**src/mbpr_pkg.sv**
```systemverilog
`timescale 1ns / 1ps
package mbpr_pkg;

	typedef enum logic [2:0] {
		ACT_LOAD_COEF = 3'd0,
		ACT_LOAD_NODE = 3'd1,
		ACT_SET_WEIGHT = 3'd2,
		ACT_RECON = 3'd3,
		ACT_CLEAR = 3'd4,
		ACT_PROJECT = 3'd5,
		ACT_READ = 3'd6,
		ACT_BAD = 3'd7
	} action_t;

	typedef enum logic [1:0] {
		ST_OK = 2'd0,
		ST_NOT_FOUND = 2'd1,
		ST_RANGE = 2'd2
	} status_t;

	typedef enum logic [2:0] {
		FSM_IDLE,
		FSM_SCAN,
		FSM_MAC,
		FSM_DRAIN,
		FSM_OUT
	} fsm_t;

	localparam int SUM_W = 52;
	localparam int COORD_W = 24;
	localparam int COEF_W = 16;
	localparam int ID_W = 20;
	localparam int CFG_IDX_MODES = 0;
	localparam int CFG_IDX_NODES = 1;

	localparam logic signed [SUM_W-1:0] SUM_MAX = {1'b0, {(SUM_W-1){1'b1}}};
	localparam logic signed [SUM_W-1:0] SUM_MIN = {1'b1, {(SUM_W-1){1'b0}}};

	// saturate a 56-bit signed value to 52 bits
	function automatic logic signed [SUM_W-1:0] sat52(input logic signed [55:0] v);
		logic signed [55:0] hi;
		logic signed [55:0] lo;
		hi = 56'(SUM_MAX);
		lo = {{4{1'b1}}, SUM_MIN};
		if (v > hi) return SUM_MAX;
		else if (v < lo) return SUM_MIN;
		else return v[SUM_W-1:0];
	endfunction

endpackage

```
**src/mbpr_mac.sv**
```systemverilog
`timescale 1ns / 1ps
// Multiply-accumulate: one 16x24 product per cycle, registered, then
// accumulated into a 56-bit sum.
module mbpr_mac (
	input  logic clk,
	input  logic arst_n,
	input  logic clr,
	input  logic en,
	input  logic signed [mbpr_pkg::COEF_W-1:0] a,
	input  logic signed [mbpr_pkg::COORD_W-1:0] b,
	output logic signed [55:0] acc,
	output logic busy
);
	logic signed [39:0] prod_s1;
	logic vld_s1;
	logic signed [55:0] acc_q;

	always_ff @(posedge clk) begin
		prod_s1 <= a * b;
	end

	always_ff @(posedge clk or negedge arst_n) begin
		if (!arst_n) begin
			vld_s1 <= 1'b0;
			acc_q <= '0;
		end else begin
			vld_s1 <= en;
			if (clr) acc_q <= '0;
			else if (vld_s1) acc_q <= acc_q + 56'(prod_s1);
		end
	end

	assign acc = acc_q;
	assign busy = vld_s1;
endmodule

```
**config.mk**
```make
export PLATFORM = sky130hd
export DESIGN_NAME = mbpr_mac
export DESIGN_NICKNAME = d
export VERILOG_FILES = /design/src/mbpr_pkg.sv /design/src/mbpr_mac.sv
export SDC_FILE = /design/constraint.sdc
export NUM_CORES = 1
export LEC_CHECK = 0
export BUFFER_PORTS_ARGS = -buffer_cell sky130_fd_sc_hd__buf_2
export CELL_PAD_IN_SITES_DETAIL_PLACEMENT = 0
export CELL_PAD_IN_SITES_GLOBAL_PLACEMENT = 1
export CORE_ASPECT_RATIO = 2
export CORE_MARGIN = 4
export CORE_UTILIZATION = 30
export CTS_BUF_LIST = sky130_fd_sc_hd__clkbuf_8
export DETAILED_ROUTE_END_ITERATION = 6
export GPL_ROUTABILITY_DRIVEN = 0
export HOLD_SLACK_MARGIN = 0.03
export PLACE_DENSITY_LB_ADDON = 0.1
export REMOVE_ABC_BUFFERS = 1
export SYNTH_ARGS = -nofsm -noshare
export SYNTH_HDL_FRONTEND = slang
export SYNTH_SLANG_ARGS = --single-unit
```
**constraint.sdc**
```tcl
create_clock -name clk -period 5.76 [get_ports clk]
set_input_delay 0 -clock clk [delete_from_list [all_inputs] [get_ports clk]]
set_output_delay 0 -clock clk [all_outputs]
set_load 0.05 [all_outputs]
```
# --- Word-level counts from Yosys, hierarchy flattened ---
# Index checks and enable logic that the tools add are counted.
op_classes:
  add_sub_neg: 1
  mul: 1
  n_mux: 2
  n_reduce_logical: 1
op_table:
  columns: ["cell", "count"]
  rows:
  - ["56-bit two-way mux", 2]
  - ["56-bit by 40-bit adder with 56-bit output", 1]
  - ["16-bit by 24-bit multiplier with 40-bit output", 1]
  - ["2-bit nonzero test", 1]
totals:
  regBits: 97
  output_inout_bits: 57

# --- Logic depth before layout (Yosys ltp) ---
# Gate-level depths: netlist (run 1).
depth:
  ltp_word: 3
  depth_mapped: 25
  depth_no_buf: 24

# --- Worst setup path before layout (run 1) ---
# Ideal clock, no wire load.
synth_path:
  path_kind: "input port to flip-flop"
  startpoint: "in b[16] (netlist bit)"
  endpoint: "reg prod_s1[28]"
  setup_ns: 0.123
  arrival_time_ns: 5.479
  required_time_ns: 5.637
  path_slack_ns: 0.157
  stages: 22
  path_cell_list: "clkbuf_1 nand2_1 fa_1 fa_1 fa_1 inv_1 fa_1 fa_1 inv_1 fa_1 inv_1 ha_1 a21o_1 a21o_1 a21o_1 a21o_1 a21oi_1 a21boi_1 or2_1 a211oi_2 a21oi_1 xor2_1"
synth_between:
  elab_chain_cells: 1
synth_lines:
  columns: ["item", "line_no", "source"]
  rows:
  - ["start: declaration", "mbpr_mac.sv:10", "input logic signed [mbpr_pkg::COORD_W-1:0] b,"]
  - ["16-bit by 24-bit multiplier with 40-bit output", "mbpr_mac.sv:19", "prod_s1 <= a * b;"]
  - ["end signal: assignment", "mbpr_mac.sv:19", null]
  - ["end: declaration", "mbpr_mac.sv:14", "logic signed [39:0] prod_s1;"]
# No other way between the ends.
# A chain may end at the register's enable or synchronous reset.

# --- Worst setup path in the final report (run 1) ---
layout_path:
  startpoint: "in a[7] (netlist bit)"
  endpoint: "reg prod_s1[28]"
layout_between:
  elab_chain_cells: 1
layout_lines:
  columns: ["item", "line_no", "source"]
  rows:
  - ["start: declaration", "mbpr_mac.sv:9", "input logic signed [mbpr_pkg::COEF_W-1:0] a,"]
  - ["16-bit by 24-bit multiplier with 40-bit output", "mbpr_mac.sv:19", null]
# No other way between the ends.

==> results of run 1 <==
[state kept, by name, summed over array words and instances (netlist names)]
register and cells:
acc 56, busy 1, prod_s1 40
[final cells by class]
class	instances	area (sq um)
inverter	484	1820
tap	884	1110
clock inverter	7	71.3
multi-input combinational	1621	15900
clock buffer	9	124
fill	7190	43300
sequential	97	2230
timing repair buffer	307	2140
[worst reg2reg max path: cells and delay by family, from the launching register on]
family | cells | cell delay, ns
simple gates | 1 | 0.30
compound gates | 8 | 2.10
fa+ha+maj | 2 | 0.68
flops | 1 | 0.42
xor+xnor | 1 | 0.13
[per-layer routing]
layer	vias up	wire length, um	track usage, %
li1	7538	-	-
met1	8048	21800	17.9
met2	211	37800	38.3
met3	82	1700	1.84
met4	0	1900	4.76
met5	-	0	0
[synth_stat cells (all sizes together) (4+ instances only)]
library cell	count	area (sq um)
and3	8	50.1
xnor2	58	508
o31ai	9	67.6
nor2b	6	37.5
nand4	11	75.1
dfxtp	40	801
o211ai	12	90.1
nor2	128	480
inv	483	1810
a21o	62	465
nand2b	15	93.8
buf	11	52.6
o41ai	4	61.3
clkbuf	73	278
or2	6	37.5
dfrtp	57	1430
xor2	25	219
nor3	17	90.1
nand3	21	105
fa	375	7510
a32o	4	40.0
mux2i	33	330
or3	7	43.8
and2	161	1010
a31oi	8	50.1
ha	153	1910
a22oi	4	35.0
o21a	14	105
o21bai	16	120
o21ai	50	254
a22o	6	52.6
a21oi	93	484
a211oi	13	103
nand2	260	976
[how the worst max path moves through the flow]
stage | start | endpoint | slack [ns] | cells past startpoint
6_report | a[7] | prod_s1[28] | 0.24 | 23
2_1_floorplan | a[15] | prod_s1[28] | 0.26 | 21
4_1_cts | a[9] | prod_s1[28] | 0.01 | 23
3_5_place_dp | a[2] | prod_s1[35] | -0.60 | 26
5_1_grt | a[2] | prod_s1[37] | -0.02 | 25
3_3_place_gp | a[2] | prod_s1[35] | -0.61 | 26
[through the flow]
stage | instances | instance area [sq um] | setup WS (ns) | utilization (%) | setup TNS, ns
2_1_floorplan | 2202 | 19900 | 0.255 | - | 0
3_3_place_gp | 3390 | 23000 | -0.615 | 34.5 | -5.17
3_5_place_dp | 3390 | 23000 | -0.601 | 34.5 | -5.33
4_1_cts | 3408 | 23300 | 0.0105 | 34.9 | 0
5_1_grt | 3409 | 23400 | -0.0169 | 35.1 | -0.0289
6_report | 3409 | 23400 | 0.235 | 35.1 | 0
[layout by cell type (no fill, tap or decap), drive strengths merged, types with 57 or more instances in the layout]
cell,netlist,routed
a21oi,93,93
a21o,62,62
nor2,128,128
buf,11,302
and2,161,161
ha,153,153
fa,375,375
xnor2,58,58
dfrtp,57,57
inv,483,487
nand2,260,260
[cell families after synthesis]
group / share of synthesized area (%)
compound gates: 10.9
xor+xnor: 3.60
fa+ha+maj: 46.7
buf+inv: 10.6
flops: 11.0
mux: 1.69
simple gates: 15.4
[what timing repair did]
action                     CTS  global route
gates resized for setup      2            31
setup buffers                0             1
hold endpoints to repair    58             0
pin swaps                    0             3
hold buffers                 2             0
setup endpoints to repair    3            10
==> out/qor.txt, run 1 <==
run status -> finished clean
worst-skew pair later-pin latency -> 0.42 ns
Top cell by count, worst path -> fa_1
critical path's largest stage delay -> 0.59 ns
Post-synth ARST share -> 58.8%
cells after synthesis -> 2286
final period utilization -> 95.9%
R2R depth -> 12
final wirelength -> 63300 um
post-DP HPWL -> 56700 um
Die ar. -> 71700 sq um
Max Transition Viols Final -> 0
synth unique cells -> 76
crit end category -> flip-flop
CTS Buf Count -> 9
Startpoint Class -> primary input
Buffers on Ports -> 100
critical path class -> primary input to flip-flop
vias post-DR -> 15900
path type of the worst min-delay path -> primary input to flip-flop
initial antenna violation count -> 0
core area -> 66700 sq um
Reg clk slew, reported paths -> 0.11 ns
vias in the first global route -> 18100
TritonCTS sink count -> 97
share of cells above drive strength 1 -> 14.3%
wire per inst -> 18.6 um
Hold Crit Depth -> 2
Synth Flop Type -> dfrtp_1
crit path max-delay cell type -> fa_1
Die Wd -> 191 um
Setup-failing EPs final -> 0
I/O pin total -> 101
final hold viol count -> 0
# Max-Cap Violations -> 0
post-route ant nets -> 0
CP arrival -> 5.84 ns
Worst Hold Path EP -> prod_s1[0]
Die Y -> 375 um
antenna cells -> 0
fin crit period -> 5.52 ns
post-DR vias/cell -> 4.66
Root Buffer -> clkbuf_8
r2r endpoint -> acc[36]
H-tree levels -> 3
# rows -> 134
Synth-to-Final Area Change -> 16.0%
syn_area_per_cell -> 8.83 sq um
CP Max Fanout -> 6
cell family with most CP delay -> adder cells
Crit path required time -> 6.07 ns
initial core utilization -> 30.2%
FMAX -> 181 MHz
largest net degree at the start of global routing -> 58
gr ovfl total -> 0
first-pass GRT wire length -> 101000 um
DR pass1 iterations -> 5
mapped cell area -> 20200 sq um
CP Cell Sequence -> buf_2 > buf_4 > nand2_1 > fa_1 > inv_1 > fa_1 > fa_1 > fa_1 > fa_1 > inv_1 > fa_1 > inv_1 > ha_1 > a21o_1 > a21o_1 > a21o_1 > a21o_1 > a21oi_2 > a21boi_2 > or2_1 > a211oi_2 > a21oi_1 > xor2_1
1st-iter DRT viols -> 478
nets@finish -> 3092
Slew @ Worst Pin -> 1.20 ns
Worst Path Buf+Inv -> 5
R2R Setup Slk -> 2.06 ns
Post-synth EDFFs -> 0
post-synthesis sequential area ratio -> 11.0%
Yosys reg bits -> 97
worst flop-to-flop path startpoint -> acc[0]
clock skew -> 0.0164 ns
yosys warns -> 0
Worst Hold Launch -> a[0]
CTS tree -> built
DRC Markers -> 0
Max transition margin -> 19.7%
hold_ws -> 0.125 ns
GRT Util Overall -> 18.1%
Clock Tree Buf Depth -> 2
Power of run 1 is not shown: default switching activity piles up to over one toggle a cycle in this logic, so the estimate is an artifact.
==> run 2, diff against run 1 <==
--- a/config.mk
+++ b/config.mk
@@ -15,7 +15,7 @@
 export DETAILED_ROUTE_END_ITERATION = 6
 export GPL_ROUTABILITY_DRIVEN = 0
 export HOLD_SLACK_MARGIN = 0.03
-export PLACE_DENSITY_LB_ADDON = 0.1
+export PLACE_DENSITY_LB_ADDON = 0.3
 export REMOVE_ABC_BUFFERS = 1
 export SYNTH_ARGS = -nofsm -noshare
 export SYNTH_HDL_FRONTEND = slang
==> run 2 against run 1 <==
  * Non-clock buffer count decreased by 2
  * Final area about the same
  * Core utilization barely moved
  * Critical path type unchanged
  * Largest cell class unchanged
==> out/qor.txt, run 2 (same netlist as run 1, synthesis figures left out) <==
FMAX -> 181 MHz (+0.19%)
# Max-Cap Violations -> 0 (unchanged)
H-tree levels -> 3 (unchanged)
DR pass1 iterations -> 5 (unchanged)
Reg clk slew, reported paths -> 0.10 ns (about the same)
post-route ant nets -> 0 (unchanged)
post-DP HPWL -> 54300 um (-4.2%)
antenna cells -> 0 (unchanged)
crit path max-delay cell type -> fa_1
run status -> finished clean
Buffers on Ports -> 100 (unchanged)
Worst Hold Launch -> b[0]
Worst Setup SP -> a[4]
final period utilization -> 95.7% (-0.18 points)
first-pass GRT wire length -> 99400 um (-1.1%)
I/O pin total -> 101 (unchanged)
fin cells -> 3407 (-0.059%)
GRT Util Overall -> 17.9% (-0.24 points)
gr ovfl total -> 0 (unchanged)
crit end category -> flip-flop
share of cells above drive strength 1 -> 14.5% (+0.13 points)
Worst Setup EP -> prod_s1[38]
largest net degree at the start of global routing -> 58 (unchanged)
DRC Markers -> 0 (unchanged)
path type of the worst min-delay path -> primary input to flip-flop
post-DR vias/cell -> 4.72 (+1.4%)
max reg flops -> 56 (unchanged)
worst flop-to-flop path startpoint -> acc[0]
CTS tree -> built
Setup-failing EPs final -> 0 (unchanged)
vias in the first global route -> 18600 (+2.9%)
commonest non-fill, non-tap cell in the layout -> inv_1
final wirelength -> 62100 um (-1.9%)
wire per inst -> 18.2 um (-1.8%)
critical path class -> primary input to flip-flop
1st-iter DRT viols -> 549 (+15%)
Max transition margin -> 39.1% (+19 points)
r2r endpoint -> acc[48]
Die Wd -> 191 um (unchanged)
R2R Setup Slk -> 2.21 ns (+0.15 ns)
core area -> 66700 sq um (unchanged)
Die ar. -> 71700 sq um (unchanged)
most frequent cells in the layout -> inv_1, fa_1, nand2_1, buf_4, and2_1
CP Max Fanout -> 8 (+2)
# rows -> 134 (unchanged)
R2R depth -> 12 (unchanged)
CTS Buf Count -> 9 (unchanged)
vias post-DR -> 16100 (+1.3%)
DP Cell Count -> 3388 (-0.059%)
Slew @ Worst Pin -> 0.910 ns (-0.290 ns)
critical path's largest stage delay -> 0.55 ns (-0.04 ns)
Die Y -> 375 um (unchanged)
initial core utilization -> 30.2% (unchanged)
Root Buffer -> clkbuf_8
CP Cell Sequence -> buf_2 > and2_1 > fa_1 > inv_1 > fa_1 > fa_1 > inv_1 > fa_1 > fa_1 > inv_1 > fa_1 > inv_1 > ha_1 > buf_4 > o21a_1 > nor2_1 > o21ai_0 > o211ai_1 > a21boi_2 > a311oi_2 > buf_4 > o31ai_2 > a21oi_2 > xnor2_1
worst-skew pair later-pin latency -> 0.41 ns (about the same)
Startpoint Class -> primary input
Top cell by count, worst path -> fa_1
Clock Tree Buf Depth -> 2 (unchanged)
CP arrival -> 5.83 ns (about the same)
TritonCTS sink count -> 97 (unchanged)
initial antenna violation count -> 1 (+1)
Synth-to-Final Area Change -> 16.0% (about the same)
Crit path required time -> 6.07 ns (about the same)
clock skew -> 0.0134 ns (-0.00297 ns)
final hold viol count -> 0 (unchanged)
fin crit period -> 5.51 ns (-0.0105 ns)
Max Transition Viols Final -> 0 (unchanged)
nets@finish -> 3090 (-0.065%)
[run 2: metrics by stage]
step	util (%)	worst slack [ns]	cell area [sq um]	setup TNS, ns	hold WS (ns)
after floorplan	-	0.255	19900	0	-0.296
after global placement	34.6	-0.420	23100	-3.43	0.117
after detailed placement	34.6	-0.475	23100	-4.12	0.119
after CTS	35.0	0.00385	23300	0	0.149
after global routing	35.1	-0.00706	23400	-0.00817	0.164
final	35.1	0.246	23400	0	0.176
[run 2: layer usage]
metal	global-route usage [%]	part of all wire, %
met1	17.0	33
met2	36.5	58
met5	0	0
met4	8.26	5.4
met3	2.30	3.0
[run 2: what timing repair did]
action / CTS / global route
hold endpoints to repair: 58 / 0
resized for setup: 1 / 25
hold buffers: 2 / 0
setup endpoints to repair: 1 / 10
pin swaps: 1 / 8
setup buffers: 0 / 1
[run 2: worst min-delay path by stage]
stage	slack (ns)	end	cells after the start
2_1_floorplan	-0.30	acc[0]	0
3_3_place_gp	0.12	busy	1
3_5_place_dp	0.12	busy	1
4_1_cts	0.15	prod_s1[0]	4
5_1_grt	0.16	prod_s1[0]	2
6_report	0.18	prod_s1[0]	4
[run 2: critical path, delay by kind of cell]
kind,cells,cell delay [ns]
AO/OA/AOI/OAI,7,1.34
adder cells (fa/ha/maj),7,3.47
AND/OR/NAND/NOR,2,0.21
XOR/XNOR,1,0.12
buffers and inverters,7,0.67
[run 2: area by class of cell]
| class | count | area [sq um] |
|---|---|---|
| clock buffer | 12 | 165 |
| fill | 7112 | 43300 |
| multi-input combinational | 1621 | 15900 |
| timing repair buffer | 305 | 2140 |
| sequential | 97 | 2230 |
| inverter | 484 | 1820 |
| clock inverter | 4 | 58.8 |
| tap | 884 | 1110 |
Power of run 2 is left out for the same reason.
==> run 3, diff against run 2 <==
--- a/config.mk
+++ b/config.mk
@@ -16,6 +16,7 @@
 export GPL_ROUTABILITY_DRIVEN = 0
 export HOLD_SLACK_MARGIN = 0.03
 export PLACE_DENSITY_LB_ADDON = 0.3
+export RECOVER_POWER = 50
 export REMOVE_ABC_BUFFERS = 1
 export SYNTH_ARGS = -nofsm -noshare
 export SYNTH_HDL_FRONTEND = slang
==> run 3 against run 2 <==
  * The flow now finishes with violations (capacitance limit, slew limit)
  * Hold slack about the same
  * Die area unchanged
  * Setup slack worse by 0.0041 ns
  * Clock-buffer cell count unchanged
  * Critical endpoint unchanged
==> out/qor.txt, run 3 (same netlist as run 1, synthesis figures left out) <==
initial core utilization -> 30.2% (unchanged)
Die Y -> 375 um (unchanged)
Placed Area -> 23100 sq um (unchanged)
crit path max-delay cell type -> fa_1
Max transition margin -> -129% (-170 points)
share of cells above drive strength 1 -> 12.6% (-1.9 points)
Worst Hold Path EP -> prod_s1[0]
wire per inst -> 18.2 um (about the same)
nets@finish -> 3090 (unchanged)
CTS Buf Count -> 9 (unchanged)
fin cells -> 3407 (unchanged)
H-tree levels -> 3 (unchanged)
# rows -> 134 (unchanged)
worst-skew pair later-pin latency -> 0.41 ns (about the same)
fillers -> 7130 (+0.25%)
Setup-failing EPs final -> 0 (unchanged)
Hold Crit Depth -> 4 (unchanged)
DP Cell Count -> 3388 (unchanged)
final wirelength -> 62100 um (about the same)
first-pass GRT wire length -> 99400 um (unchanged)
Synth-to-Final Area Change -> 15.7%
hold_ws -> 0.177 ns (+0.000442 ns)
gr ovfl total -> 0 (unchanged)
Startpoint Class -> primary input
post-DP HPWL -> 54300 um (unchanged)
Max Transition Viols Final -> 58 (+58)
CTS tree -> built
TritonCTS sink count -> 97 (unchanged)
Buffers on Ports -> 100 (unchanged)
DR pass1 iterations -> 5 (unchanged)
largest net degree at the start of global routing -> 58 (unchanged)
critical path class -> primary input to flip-flop
Top cell by count, worst path -> fa_1
CP Cell Sequence -> buf_2 > and2_1 > fa_1 > inv_1 > fa_1 > fa_1 > inv_1 > fa_1 > fa_1 > inv_1 > fa_1 > inv_1 > ha_1 > buf_4 > o21a_1 > nor2_1 > o21ai_0 > o211ai_1 > a21boi_2 > a311oi_2 > buf_4 > o31ai_2 > a21oi_2 > xnor2_1
R2R Setup Slk -> 2.20 ns (about the same)
path type of the worst min-delay path -> primary input to flip-flop
max reg flops -> 56 (unchanged)
antenna cells -> 0 (unchanged)
TNS Setup -> 0 ns (unchanged)
clock skew -> 0.0139 ns (+0.000488 ns)
Sequential Area -> 2230 sq um (unchanged)
1st-iter DRT viols -> 576 (+4.9%)
Root Buffer -> clkbuf_8
post-route ant nets -> 0 (unchanged)
Die ar. -> 71700 sq um (unchanged)
vias in the first global route -> 18600 (unchanged)
Die Wd -> 191 um (unchanged)
Worst Hold Launch -> b[0]
cell family with most CP delay -> adder cells
critical path's largest stage delay -> 0.55 ns (about the same)
final hold viol count -> 0 (unchanged)
FMAX -> 181 MHz (about the same)
Crit path required time -> 6.07 ns (about the same)
I/O pin total -> 101 (unchanged)
final non-filler cell area -> 23400 sq um (-0.26%)
R2R depth -> 12 (unchanged)
Slew @ Worst Pin -> 3.44 ns (+2.53 ns)
multi-input logic area -> 15900 sq um (unchanged)
Reg clk slew, reported paths -> 0.10 ns (about the same)
post-DR vias/cell -> 4.73 (+0.19%)
Worst Path Buf+Inv -> 7 (unchanged)
commonest non-fill, non-tap cell in the layout -> inv_1
most frequent cells in the layout -> inv_1, fa_1, nand2_1, buf_4, and2_1
failing checks -> capacitance limit, slew limit
crit end category -> flip-flop
GRT Util Overall -> 17.9% (unchanged)
CP arrival -> 5.83 ns (about the same)
vias post-DR -> 16100 (+0.19%)
core area -> 66700 sq um (unchanged)
Clock Tree Buf Depth -> 2 (unchanged)
CP Max Fanout -> 8 (unchanged)
worst flop-to-flop path startpoint -> acc[0]
initial antenna violation count -> 1 (unchanged)
final period utilization -> 95.8% (about the same)
fin crit period -> 5.52 ns (+0.00408 ns)
# Max-Cap Violations -> 1 (+1)
run status -> finished with violations
DRC Markers -> 0 (unchanged)
r2r endpoint -> acc[48]
==> run 3: cell types whose count changed in the layout (fill, tap and decap cells not counted), sizes merged <==
cell,previous run,this run
buf,303,256
clkbuf,12,59
==> run 3: stage by stage <==
stage	utilization (%)	setup WS [ns]
after floorplan	-	0.255
after global placement	34.6	-0.420
after detailed placement	34.6	-0.475
after CTS	35.0	0.00385
after global routing	35.0	-0.00706
final	35.0	0.242
==> run 3: cell type report <==
cell class	instances	area share, %
Clock buffer	12	0.707
Clock inverter	4	0.252
Inverter	484	7.78
Multi-Input combinational cell	1621	68.1
Sequential cell	97	9.54
Tap cell	884	4.73
Timing Repair Buffer	305	8.92
==> run 3: timing repair <==
| action | CTS | global route |
|---|---|---|
| setup endpoints to repair | 1 | 10 |
| setup buffers | 0 | 1 |
| hold endpoints to repair | 58 | 0 |
| pin swaps | 1 | 8 |
| hold buffers | 2 | 0 |
| gates resized for setup | 1 | 25 |
==> run 3: layer usage <==
metal | up-vias | GRT usage, % | part of all wire, %
met5 | - | 0 | 0
met4 | 0 | 8.26 | 5.3
met3 | 130 | 2.30 | 3.2
met2 | 287 | 36.5 | 58
met1 | 8186 | 17.0 | 33
li1 | 7519 | - | -
==> run 3: how the worst max path moves through the flow <==
stage	start	to	slack (ns)	cells past startpoint
after floorplan	a[15]	prod_s1[28]	0.26	21
after global placement	a[1]	prod_s1[38]	-0.42	28
after detailed placement	a[1]	prod_s1[38]	-0.47	28
after CTS	a[1]	prod_s1[38]	0.004	28
after global routing	a[2]	prod_s1[35]	-0.007	26
final	a[4]	prod_s1[38]	0.24	24
==> run 3: worst reg2reg max path, cell delays in order, from the launching register on <==
cell       delay [ns]
dfrtp_1          0.41
ha_1             0.25
fa_1             0.44
a211oi_1         0.33
o21bai_1         0.16
o211a_2          0.32
o311ai_2         0.45
a2111oi_4        0.17
o21ai_2          0.22
a21oi_1          0.14
o21ai_0          0.30
mux2i_1          0.22
nand2_1          0.07
Power of run 3 is left out for the same reason.
